--- src/design/zone_hysteresis_tracker_top_defines.svh ---
// Assertion macros used by the zone hysteresis tracker top module.
`ifndef ZONE_HYSTERESIS_TRACKER_TOP_DEFINES_SVH
`define ZONE_HYSTERESIS_TRACKER_TOP_DEFINES_SVH

`ifndef SYNTHESIS
// Same-cycle implication, sampled on clk, disabled while rst_n is low.
`define ZHT_ASSERT_IMPL(lbl, ante, cons) \
    lbl: assert property (@(posedge clk) disable iff (!rst_n) (ante) |-> (cons)) \
        else $error("zone tracker assertion failed");
// Next-cycle implication, sampled on clk, disabled while rst_n is low.
`define ZHT_ASSERT_NEXT(lbl, ante, cons) \
    lbl: assert property (@(posedge clk) disable iff (!rst_n) (ante) |=> (cons)) \
        else $error("zone tracker assertion failed");
`else
`define ZHT_ASSERT_IMPL(lbl, ante, cons)
`define ZHT_ASSERT_NEXT(lbl, ante, cons)
`endif

`endif

--- src/design/zht_pkg.sv ---
// Package with types, constants and register indexes of the zone hysteresis tracker.
`timescale 1ns / 1ps

package zht_pkg;

    localparam int RATIO_FRAC_BITS = 16;
    localparam int RATIO_W         = RATIO_FRAC_BITS + 1;
    localparam int COUNT_BITS      = 8;
    localparam int CFG_ADDR_W      = 2;
    localparam int CFG_DATA_W      = RATIO_W;

    typedef logic [RATIO_W-1:0]    ratio_t;
    typedef logic [COUNT_BITS-1:0] count_t;
    typedef logic [CFG_ADDR_W-1:0] cfg_addr_t;
    typedef logic [CFG_DATA_W-1:0] cfg_data_t;

    typedef enum logic [1:0] {
        ZONE_NONE   = 2'd0,
        ZONE_LEFT   = 2'd1,
        ZONE_CENTER = 2'd2,
        ZONE_RIGHT  = 2'd3
    } zone_t;

    // Configuration register indexes.
    localparam cfg_addr_t CFG_KEEP_THRESHOLD  = 2'd0;
    localparam cfg_addr_t CFG_ENTER_THRESHOLD = 2'd1;
    localparam cfg_addr_t CFG_SWITCH_MARGIN   = 2'd2;
    localparam cfg_addr_t CFG_CONFIRM_NEEDED  = 2'd3;

    // Reset values of the configuration registers.
    localparam ratio_t KEEP_THRESHOLD_RST  = ratio_t'(26214);
    localparam ratio_t ENTER_THRESHOLD_RST = ratio_t'(32768);
    localparam ratio_t SWITCH_MARGIN_RST   = ratio_t'(6554);
    localparam count_t CONFIRM_NEEDED_RST  = count_t'(3);

    typedef struct packed {
        ratio_t ratio_left;
        ratio_t ratio_center;
        ratio_t ratio_right;
    } in_item_t;

    typedef struct packed {
        logic [1:0] zone_out;
        logic [1:0] pending_zone_out;
        count_t     pending_count_out;
    } out_item_t;

    typedef struct packed {
        ratio_t keep_threshold;
        ratio_t enter_threshold;
        ratio_t switch_margin;
        count_t confirm_needed;
    } zht_cfg_t;

    typedef struct packed {
        zone_t  current_zone;
        zone_t  pending_zone;
        count_t pending_count;
    } trk_state_t;

endpackage

--- src/design/zone_hysteresis_tracker_top.sv ---
// Top level of the zone hysteresis tracker: input register, tracking state and result register.
`timescale 1ns / 1ps
// The tracker takes one frame per transaction on the input channel (in_valid, in_ready,
// in_data), holding the left, center and right zone ratios in unsigned Q1.16. For each
// frame it returns exactly one result transaction on the output channel (out_valid,
// out_ready, out_data): the held zone, the pending candidate and its frame count, all
// taken after the frame has been applied.
// A frame accepted at a clock edge is latched in the input register; once the result
// register is free, the decision logic updates the tracking state and loads the result
// register, which then offers the result on the output channel.
// Throughput is one frame per cycle while out_ready is high; the decision is a three-way
// compare, one subtract and a counter update between the input and result registers.
// When the receiver stalls, the result register holds its transaction and the input
// register can still take one more frame; in_ready drops only while both are full and
// out_ready is low.
// Thresholds are written through cfg_we, cfg_addr and cfg_wdata while no frame is in
// flight. Reset (rst_n low) empties both registers, clears the held zone and the pending
// candidate, and restores the default thresholds.
`include "zone_hysteresis_tracker_top_defines.svh"

module zone_hysteresis_tracker_top
    import zht_pkg::*;
(
    input  logic      clk,
    input  logic      rst_n,
    input  logic      in_valid,
    output logic      in_ready,
    input  in_item_t  in_data,
    output logic      out_valid,
    input  logic      out_ready,
    output out_item_t out_data,
    input  logic      cfg_we,
    input  cfg_addr_t cfg_addr,
    input  cfg_data_t cfg_wdata
);

    zht_cfg_t   cfg;

    logic       s1_valid_reg;
    logic       s1_valid_next;
    in_item_t   s1_data_reg;

    logic       out_valid_reg;
    logic       out_valid_next;
    out_item_t  out_data_reg;

    trk_state_t state_reg;
    trk_state_t state_next;

    logic       out_free;
    logic       s1_adv;
    logic       in_take;

    zht_cfg_regs u_cfg_regs (
        .clk       (clk),
        .rst_n     (rst_n),
        .cfg_we    (cfg_we),
        .cfg_addr  (cfg_addr),
        .cfg_wdata (cfg_wdata),
        .cfg       (cfg)
    );

    zht_decide u_decide (
        .frame     (s1_data_reg),
        .cfg       (cfg),
        .state_cur (state_reg),
        .state_new (state_next)
    );

    // The result register is free when empty or when its transaction completes now.
    assign out_free = !out_valid_reg || out_ready;
    assign s1_adv   = s1_valid_reg && out_free;
    assign in_ready = !s1_valid_reg || out_free;
    assign in_take  = in_valid && in_ready;

    always_comb
    begin
        s1_valid_next = in_take || (s1_valid_reg && !s1_adv);
        if (s1_adv)
        begin
            out_valid_next = 1'b1;
        end
        else
        begin
            out_valid_next = out_valid_reg && !out_ready;
        end
    end

    always_ff @(posedge clk or negedge rst_n)
    begin
        if (!rst_n)
        begin
            s1_valid_reg  <= 1'b0;
            out_valid_reg <= 1'b0;
            state_reg     <= '{current_zone: ZONE_NONE, pending_zone: ZONE_NONE,
                               pending_count: '0};
        end
        else
        begin
            s1_valid_reg  <= s1_valid_next;
            out_valid_reg <= out_valid_next;
            if (s1_adv)
            begin
                state_reg <= state_next;
            end
        end
    end

    // Payload registers carry no reset.
    always_ff @(posedge clk)
    begin
        if (in_take)
        begin
            s1_data_reg <= in_data;
        end
        if (s1_adv)
        begin
            out_data_reg.zone_out          <= state_next.current_zone;
            out_data_reg.pending_zone_out  <= state_next.pending_zone;
            out_data_reg.pending_count_out <= state_next.pending_count;
        end
    end

    assign out_valid = out_valid_reg;
    assign out_data  = out_data_reg;

    // A pending candidate always has a nonzero count, and no candidate means a zero count.
    `ZHT_ASSERT_IMPL(a_pending_consistent, 1'b1,
        (state_reg.pending_zone == ZONE_NONE) == (state_reg.pending_count == '0))
    // A loaded result mirrors the tracking state it was taken from.
    `ZHT_ASSERT_NEXT(a_result_matches_state, s1_adv,
        out_valid_reg && (out_data_reg.zone_out == state_reg.current_zone) &&
        (out_data_reg.pending_count_out == state_reg.pending_count))
    // Tracking state only moves when a frame is processed.
    `ZHT_ASSERT_NEXT(a_state_holds_when_idle, !s1_adv, $stable(state_reg))
    // Input backpressure only comes from a stalled, full result register.
    `ZHT_ASSERT_IMPL(a_ready_only_on_stall, !in_ready,
        s1_valid_reg && out_valid_reg && !out_ready)

endmodule

--- src/design/zht_cfg_regs.sv ---
// Configuration register file of the zone hysteresis tracker.
`timescale 1ns / 1ps

module zht_cfg_regs
    import zht_pkg::*;
(
    input  logic      clk,
    input  logic      rst_n,
    input  logic      cfg_we,
    input  cfg_addr_t cfg_addr,
    input  cfg_data_t cfg_wdata,
    output zht_cfg_t  cfg
);

    zht_cfg_t cfg_reg;
    zht_cfg_t cfg_next;

    always_comb
    begin
        cfg_next = cfg_reg;
        if (cfg_we)
        begin
            unique case (cfg_addr)
                CFG_KEEP_THRESHOLD:  cfg_next.keep_threshold  = ratio_t'(cfg_wdata);
                CFG_ENTER_THRESHOLD: cfg_next.enter_threshold = ratio_t'(cfg_wdata);
                CFG_SWITCH_MARGIN:   cfg_next.switch_margin   = ratio_t'(cfg_wdata);
                CFG_CONFIRM_NEEDED:  cfg_next.confirm_needed  = cfg_wdata[COUNT_BITS-1:0];
                default:             cfg_next = cfg_reg;
            endcase
        end
    end

    always_ff @(posedge clk or negedge rst_n)
    begin
        if (!rst_n)
        begin
            cfg_reg.keep_threshold  <= KEEP_THRESHOLD_RST;
            cfg_reg.enter_threshold <= ENTER_THRESHOLD_RST;
            cfg_reg.switch_margin   <= SWITCH_MARGIN_RST;
            cfg_reg.confirm_needed  <= CONFIRM_NEEDED_RST;
        end
        else
        begin
            cfg_reg <= cfg_next;
        end
    end

    assign cfg = cfg_reg;

endmodule

--- src/design/zht_decide.sv ---
// Combinational zone decision: keep test, arg-max, enter and margin tests, confirm counter.
`timescale 1ns / 1ps

module zht_decide
    import zht_pkg::*;
(
    input  in_item_t   frame,
    input  zht_cfg_t   cfg,
    input  trk_state_t state_cur,
    output trk_state_t state_new
);

    ratio_t     held_ratio;
    ratio_t     best_ratio;
    zone_t      best_zone;
    ratio_t     lead;
    logic       zone_held;
    logic       keep_hit;
    logic       fail;
    trk_state_t counted;

    always_comb
    begin
        case (state_cur.current_zone)
            ZONE_LEFT:   held_ratio = frame.ratio_left;
            ZONE_CENTER: held_ratio = frame.ratio_center;
            ZONE_RIGHT:  held_ratio = frame.ratio_right;
            default:     held_ratio = '0;
        endcase
    end

    // Arg-max with ties going to the lower zone index.
    always_comb
    begin
        best_ratio = frame.ratio_left;
        best_zone  = ZONE_LEFT;
        if (frame.ratio_center > best_ratio)
        begin
            best_ratio = frame.ratio_center;
            best_zone  = ZONE_CENTER;
        end
        if (frame.ratio_right > best_ratio)
        begin
            best_ratio = frame.ratio_right;
            best_zone  = ZONE_RIGHT;
        end
    end

    // The best ratio is never below the held one, so the lead cannot wrap.
    assign lead      = best_ratio - held_ratio;
    assign zone_held = (state_cur.current_zone != ZONE_NONE);
    assign keep_hit  = zone_held && (held_ratio >= cfg.keep_threshold);
    assign fail      = (best_ratio < cfg.enter_threshold) ||
                       (zone_held && (best_zone != state_cur.current_zone) &&
                        (lead < cfg.switch_margin));

    always_comb
    begin
        counted = state_cur;
        if (state_cur.pending_zone == best_zone)
        begin
            if (state_cur.pending_count != '1)
            begin
                counted.pending_count = state_cur.pending_count + count_t'(1);
            end
        end
        else
        begin
            counted.pending_zone  = best_zone;
            counted.pending_count = count_t'(1);
        end
    end

    always_comb
    begin
        state_new = state_cur;
        if (keep_hit || fail)
        begin
            state_new.pending_zone  = ZONE_NONE;
            state_new.pending_count = '0;
        end
        else if (counted.pending_count >= cfg.confirm_needed)
        begin
            state_new.current_zone  = best_zone;
            state_new.pending_zone  = ZONE_NONE;
            state_new.pending_count = '0;
        end
        else
        begin
            state_new = counted;
        end
    end

endmodule
--- config.mk ---
export PLATFORM = sky130hd
export DESIGN_NAME = zone_hysteresis_tracker_top
export DESIGN_NICKNAME = d
export VERILOG_FILES = /design/src/design/zht_pkg.sv /design/src/design/zone_hysteresis_tracker_top.sv /design/src/design/zht_cfg_regs.sv /design/src/design/zht_decide.sv
export VERILOG_INCLUDE_DIRS = /design/src /design/src/design
export SDC_FILE = /design/constraint.sdc
export NUM_CORES = 1
export LEC_CHECK = 0
export ABC_AREA = 0
export BUFFER_PORTS_ARGS = -buffer_cell sky130_fd_sc_hd__buf_2
export CAP_MARGIN = 5
export CORE_MARGIN = 2
export CORE_UTILIZATION = 50
export DETAILED_ROUTE_END_ITERATION = 7
export PLACE_DENSITY = 0.68
export SYNTH_ARGS = -nofsm -noshare
export SYNTH_HDL_FRONTEND = slang
export SYNTH_SLANG_ARGS = --single-unit
--- constraint.sdc ---
create_clock -name clk -period 9.9 [get_ports clk]
set_input_delay 0.99 -clock clk [delete_from_list [all_inputs] [get_ports clk]]
set_output_delay 0.99 -clock clk [all_outputs]
set_load 0.01 [all_outputs]
==> flow_summary.ini, run 1 <==
[logic_synthesis]
syn_inst = 851
synthArstFlopShare = 0.537
ys_types = 61
ys_seq_area_frac = 0.428
synth_area_mm2 = 0.00873
synth_seq_cells = 136
synth_edf_count = 63
syn-mean-instance-area_um2 = 10.3
syn-num-nets = 1035
synth_ff_type = edfxtp_1
yosysWarnings = 0

[setup_path]
slowest_stage = o41a_4
worst-path-buf-inv = 2
crit_path_end_kind = flop
cpPeakStageDelay_ns = 0.61
cp.arrival_ns = 8.27
crit_family = compound AO/OA/AOI/OAI gates
start_kind = flop
crit_type = flop to flop
crit_required_ns = 10.07
critPathMaxFanout = 35

[sta]
setup-tns-final_ns = 0
drv_slew = 0
fin_skew_ns = 0.00748
fmax_mhz = 123
min_period_ns = 8.10
finalSetupViolations = 0
fin_crit_sh = 0.818
rsz0062_at_grt = no
hold_viol_final = 0
holdWs_ns = 0.504
worst_pin_slew_ns = 1.12
max_slew_margin = 0.253

[drt]
drt_iter0_markers = 353
drt_wl_total_um = 19000
wl_per_cell_um = 16.1
final_antenna_net_count = 0
drt_pass1_iterations = 5
drt-vias-per-instance = 5.38
drcViolationCount = 0
via_count = 6348

[cells_and_area]
drive_above_1_share = 0.229
largest_reg_flops = 59
final_nets = 1126
design_area_mm2 = 0.0101
syn_to_final_growth_pct = 15.5
num_antenna_cells = 0

[placement]
dp_hpwl_um = 14500
port_buffers = 88
place_area_mm2 = 0.00941
routabilityCongestion = 0.902

[global_route]
grt_pass1_wl_um = 31200
grt_max_degree = 74
grt.overflow.total = 0
first_global_vias = 6185
antenna_found_initial = 0
grt.total_usage = 0.219

[clock_network]
cts_buffers = 17
cts_sinks = 136
clock_path_buffers = 2
cts_resized = 0
clkTransAtPathRegs_ns = 0.06
cts_hold_buf = 0
tritoncts = built
cts_setup_buffers = 0
h-tree-depth = 4
root_buffer = clkbuf_16
worstSkewPairLatency_ns = 0.43

[power_and_ir_drop]
p_leak_nw = 4.77
clock_power_share = 0.274
seqPwrFrac = 0.275
p_int_mw = 1.67
p_comb_frac = 0.451
ir_drop_uv = 157
total_power_mw = 2.65
netSwitchingPower_mw = 0.970
power_density_mw_per_mm2 = 262
sw_frac_of_total = 0.367

[hold_path]
hold_path.class = flop to flop

[floorplan]
die_area_mm2 = 0.0185
initial_utilization = 0.508
io_pins = 89
die_h_um = 136
row_count = 48
fp.dieW_um = 136
core_area_mm2 = 0.0172

[run]
drv_cap = 0

[status]
status = completed
## final cells by class
| cell class | instances | area, um2 |
|---|---|---|
| Sequential cell | 136 | 3740 |
| Clock inverter | 15 | 249 |
| Inverter | 116 | 435 |
| Fill cell | 1472 | 7090 |
| Clock buffer | 17 | 425 |
| Multi-Input combinational cell | 577 | 4470 |
| Tap cell | 225 | 282 |
| Timing Repair Buffer | 94 | 485 |
## worst register-to-register path: cells and delay by family (launching register included)
family,cells,cell delay [ns]
XOR/XNOR,1,0.14
buffers and inverters,2,0.37
AO/OA/AOI/OAI,18,3.87
AND/OR/NAND/NOR,9,1.53
adder cells (fa/ha/maj),5,1.49
flip-flops,1,0.43
## layer usage
| layer | share of wire | routed length, um | track usage | vias up |
|---|---|---|---|---|
| li1 | - | - | - | 3205 |
| met1 | 0.48 | 9210 | 0.308 | 2982 |
| met2 | 0.46 | 8800 | 0.345 | 143 |
| met3 | 0.042 | 805 | 0.0429 | 18 |
| met4 | 0.010 | 199 | 0.0619 | 0 |
| met5 | 0 | 0 | 0 | - |
## power by group through the flow
stage	sequential [mW]	clock, mW	combinational [mW]
after floorplan	0.731	0	0.912
after global placement	0.733	0	1.17
after detailed placement	0.736	0	1.19
after CTS	0.727	0.740	1.20
after global routing	0.737	0.756	1.36
final	0.727	0.726	1.19
## worst paths after layout
path | startpoint | end | slack [ns] | cells after the start
worst min register to register | u_cfg_regs.cfg[7]$_DFFE_PN0P_ | u_cfg_regs.cfg[7]$_DFFE_PN0P_ | 0.50 | 1
worst min-delay path | u_cfg_regs.cfg[7]$_DFFE_PN0P_ | u_cfg_regs.cfg[7]$_DFFE_PN0P_ | 0.50 | 1
worst max register to register | s1_data_reg[24]$_DFFE_PP_ | out_data[3]$_DFFE_PP_ | 1.80 | 35
worst max-delay path | s1_data_reg[24]$_DFFE_PP_ | out_data[3]$_DFFE_PP_ | 1.80 | 35
max in group asynchronous | rst_n | state_reg[8]$_DFFE_PN0P_ | 8.48 | 2
min in group asynchronous | rst_n | u_cfg_regs.cfg[39]$_DFFE_PN0P_ | 0.75 | 2
## cell usage in the layout (no fill, tap or decap), types with 3 or more instances in the layout
| cell | synthesis | final |
|---|---|---|
| o211ai_1 | 6 | 6 |
| o21a_1 | 7 | 7 |
| xor2_1 | 6 | 6 |
| o31ai_2 | 10 | 10 |
| nand2b_1 | 7 | 7 |
| inv_1 | 116 | 116 |
| clkinvlp_4 | 0 | 4 |
| nor2b_1 | 7 | 7 |
| xnor2_1 | 9 | 9 |
| mux2_2 | 48 | 48 |
| nand3_1 | 15 | 15 |
| a21oi_1 | 49 | 49 |
| buf_2 | 2 | 88 |
| a21o_1 | 15 | 15 |
| dfrtp_1 | 55 | 55 |
| nor3_1 | 6 | 6 |
| nor4_1 | 4 | 4 |
| a22oi_1 | 16 | 16 |
| nand4_1 | 14 | 14 |
| ha_1 | 108 | 108 |
| nand2_1 | 61 | 61 |
| clkbuf_16 | 0 | 17 |
| o21ai_0 | 51 | 51 |
| nor2_1 | 56 | 56 |
| a211oi_1 | 6 | 6 |
| clkinv_4 | 0 | 3 |
| or2_2 | 8 | 8 |
| mux2i_1 | 18 | 18 |
| edfxtp_1 | 63 | 63 |
| dfstp_2 | 18 | 18 |
| buf_4 | 0 | 6 |
| and3_1 | 6 | 6 |
| nand3b_1 | 5 | 5 |
| bufinv_16 | 0 | 6 |
## stage by stage
stage | worst slack (ns) | std cells | util
detailed placement | 1.84 | 1148 | 0.548
floorplan | 2.46 | 851 | -
finish | 1.80 | 1180 | 0.587
global route | 1.28 | 1180 | 0.587
global placement | 1.91 | 1148 | 0.548
CTS | 1.82 | 1180 | 0.587
## cell families after synthesis
kind of cell	Yosys count	synth area share
and+or+nand+nor	201	0.113
AOI/OAI and AO/OA	184	0.140
buffers and inverters	138	0.0605
DFF	136	0.428
adders and majority gates	109	0.157
muxes	68	0.0851
xor gates and xnor gates	15	0.0150
## cell usage after synthesis (all sizes together), types with 7 or more instances
cell / count / share of area
inv: 116 / 0.050
ha: 108 / 0.15
edfxtp: 63 / 0.22
nand2: 61 / 0.026
nor2: 56 / 0.024
dfrtp: 55 / 0.16
o21ai: 53 / 0.030
mux2: 50 / 0.064
a21oi: 49 / 0.028
dfstp: 18 / 0.054
mux2i: 18 / 0.021
clkbuf: 17 / 0.0073
a22oi: 16 / 0.014
a21o: 15 / 0.013
nand3: 15 / 0.0086
nand4: 14 / 0.010
o31ai: 10 / 0.014
or2: 9 / 0.0067
xnor2: 9 / 0.0090
nand2b: 7 / 0.0050
nor2b: 7 / 0.0050
o21a: 7 / 0.0060
Note: power is estimated with default switching activity, not from simulation.
==> run 2: changes to the inputs <==
--- a/config.mk
+++ b/config.mk
@@ -6,13 +6,13 @@
 export SDC_FILE = /design/constraint.sdc
 export NUM_CORES = 1
 export LEC_CHECK = 0
-export ABC_AREA = 0
+export ABC_AREA = 1
 export BUFFER_PORTS_ARGS = -buffer_cell sky130_fd_sc_hd__buf_2
 export CAP_MARGIN = 5
 export CORE_MARGIN = 2
 export CORE_UTILIZATION = 50
 export DETAILED_ROUTE_END_ITERATION = 7
-export PLACE_DENSITY = 0.68
+export PLACE_DENSITY = 0.71
 export SYNTH_ARGS = -nofsm -noshare
 export SYNTH_HDL_FRONTEND = slang
 export SYNTH_SLANG_ARGS = --single-unit
==> constraint.sdc (replaced) <==
create_clock -name clk -period 7.4 [get_ports clk]
set_input_delay 0.74 -clock clk [delete_from_list [all_inputs] [get_ports clk]]
set_output_delay 0.74 -clock clk [all_outputs]
set_load 0.01 [all_outputs]
==> flow_summary.ini, run 2 <==
[global_route]
grt_use_met3 = 0.0409
use_met2 = 0.346
grt_max_degree = 74
grt.busiest_layer = met2
grt.overflow.total = 0
grt_pass1_wl_um = 34300
first_global_vias = 7155
met1_usage = 0.312
grt.total_usage = 0.220
antenna_found_initial = 0

[run]
drv_cap = 0

[sta]
hold_viol_final = 0
worst_pin_slew_ns = 1.02
fin_skew_ns = 0.00698
finalSetupViolations = 0
holdWs_ns = 0.482
drv_slew = 0
min_period_ns = 6.86
fin_crit_sh = 0.926
max_slew_margin = 0.320
fin_ws_ns = 0.545
fmax_mhz = 146
setup-tns-final_ns = 0

[floorplan]
core_area_mm2 = 0.0178
die_area_mm2 = 0.0191
io_pins = 89
row_count = 49
initial_utilization = 0.506
fp.dieW_um = 138
die_h_um = 138

[status]
status = completed

[clock_network]
h-tree-depth = 4
cts_buffers = 17
cts_sinks = 136
clkTransAtPathRegs_ns = 0.06
tritoncts = built
cts_setup_buffers = 0
root_buffer = clkbuf_16
worstSkewPairLatency_ns = 0.42
clock_path_buffers = 2

[logic_synthesis]
synth_top_cell_area_share = 0.210
syn-mean-instance-area_um2 = 8.34
synth_edf_count = 63
synthArstFlopShare = 0.537
synth_ff_type = edfxtp_1
yosysTopAreaCell = edfxtp_1
syn_inst = 1081
yosysMostFrequentCell = nand2_1
syn-num-nets = 1265
synth_seq_cells = 136
ys_top_cells_by_area = edfxtp_1 21%, dfrtp_1 15%, ha_1 15%
yosysWarnings = 0
synth_area_mm2 = 0.00902
synth_common_cells = 255 x nand2_1, 187 x inv_1, 108 x ha_1, 104 x o21ai_0, 63 x edfxtp_1
ys_seq_area_frac = 0.415
ys_types = 50

[power_and_ir_drop]
total_power_mw = 3.88
clock_power_share = 0.223
seqPwrFrac = 0.255
ir_drop_uv = 230
p_int_mw = 2.22
p_comb_frac = 0.522
power_density_mw_per_mm2 = 374
netSwitchingPower_mw = 1.66
p_leak_nw = 5.21
sw_frac_of_total = 0.427

[setup_path]
crit_type = flop to flop
crit_family = simple AND/OR/NAND/NOR gates
cp.arrival_ns = 7.03
critPathMaxFanout = 33
r2r-start = s1_data_reg[32]$_DFFE_PP_
crit_path_end_kind = flop
crit_start = s1_data_reg[32]$_DFFE_PP_
crit_required_ns = 7.58
start_kind = flop
cpPeakStageDelay_ns = 0.43
cpMostUsedCell = nand2_1
slowest_stage = edfxtp_1
worst-path-buf-inv = 5

[cells_and_area]
post-route-util = 0.581
largest_reg_flops = 59
drive_above_1_share = 0.149
syn_to_final_growth_pct = 14.9
num_antenna_cells = 0
final_cell_mix = 255 x nand2_1, 186 x inv_1, 108 x ha_1
final_nets = 1353
final_common_cell = nand2_1
num-fill-cells = 1555

[drt]
wl_per_cell_um = 14.4
via_count = 7371
drt_pass1_iterations = 5
drt-vias-per-instance = 5.22
final_antenna_net_count = 0
drt_iter0_markers = 498
drcViolationCount = 0
drt_wl_total_um = 20400

[hold_path]
hold_start = state_reg[4]$_DFFE_PN0P_
hold_path.class = flop to flop

[placement]
routabilityCongestion = 0.939
dp_hpwl_um = 15700
port_buffers = 88
dp_worst_setup_slack_ns = 0.345
run 2: cell types whose count changed after synthesis, sizes merged, moves of 9 or more:
cell / delta
a21o: -14
a22oi: -16
mux2i: -18
a221oi: +9
o21ai: +54
nand3: +26
mux2: -50
nor3: +15
nand2: +202
inv: +76
or2: -9
run 2: cell type report:
type / instances / area [um2] / share of cell area
Clock buffer: 25 / 574 / 0.0554
Clock inverter: 7 / 48.8 / 0.00471
Inverter: 193 / 727 / 0.0702
Multi-Input combinational cell: 729 / 4510 / 0.436
Sequential cell: 136 / 3740 / 0.361
Tap cell: 229 / 287 / 0.0277
Timing Repair Buffer: 92 / 470 / 0.0454
run 2: final timing paths:
kind                                                   to  slack [ns]  cells after the start
min in group asynchronous  u_cfg_regs.cfg[41]$_DFFE_PN0P_        0.52                      2
max reg2reg                        out_data[11]$_DFFE_PP_        0.54                     46
max                                out_data[11]$_DFFE_PP_        0.54                     46
min                              state_reg[4]$_DFFE_PN0P_        0.48                      2
min reg2reg                      state_reg[4]$_DFFE_PN0P_        0.48                      2
max in group asynchronous          s1_valid_reg$_DFF_PN0_        6.24                      2
run 2: timing repair:
action                     CTS  global route
resized for setup            0            12
setup endpoints to repair    0            24
hold buffers                 0             0
run 2: logic make-up (layout without fill, tap and decap cells):
group | count (synthesis) | in the layout | synth area share
compound gates | 197 | 197 | 0.122
xor+xnor | 19 | 19 | 0.0205
fa+ha+maj | 109 | 109 | 0.152
buf+inv | 217 | 317 | 0.0918
flops | 136 | 136 | 0.415
simple gates | 403 | 404 | 0.199
run 2: power groups by stage:
stage	Clock, mW	Combinational, mW	Sequential, mW
2_1_floorplan	0	1.51	0.993
3_3_place_gp	0	1.91	0.997
3_5_place_dp	0	1.97	1.00
4_1_cts	0.878	1.99	0.988
5_1_grt	0.910	2.33	1.00
6_report	0.863	2.02	0.989
run 2: per-stage QoR:
stage / std cells / instance area, um2
2_1_floorplan: 1081 / 9020
3_3_place_gp: 1378 / 9670
3_5_place_dp: 1378 / 9670
4_1_cts: 1410 / 10300
5_1_grt: 1411 / 10400
6_report: 1411 / 10400
run 2: per-layer routing:
layer	part of all wire	wire [um]
met1	0.48	9700
met2	0.45	9190
met3	0.053	1070
met4	0.019	392
met5	0	0
run 2: worst min-delay path: cells and delay by family, from the launching register on:
family / cells / cell delay (ns)
AND/OR/NAND/NOR: 2 / 0.11
flip-flops: 1 / 0.34
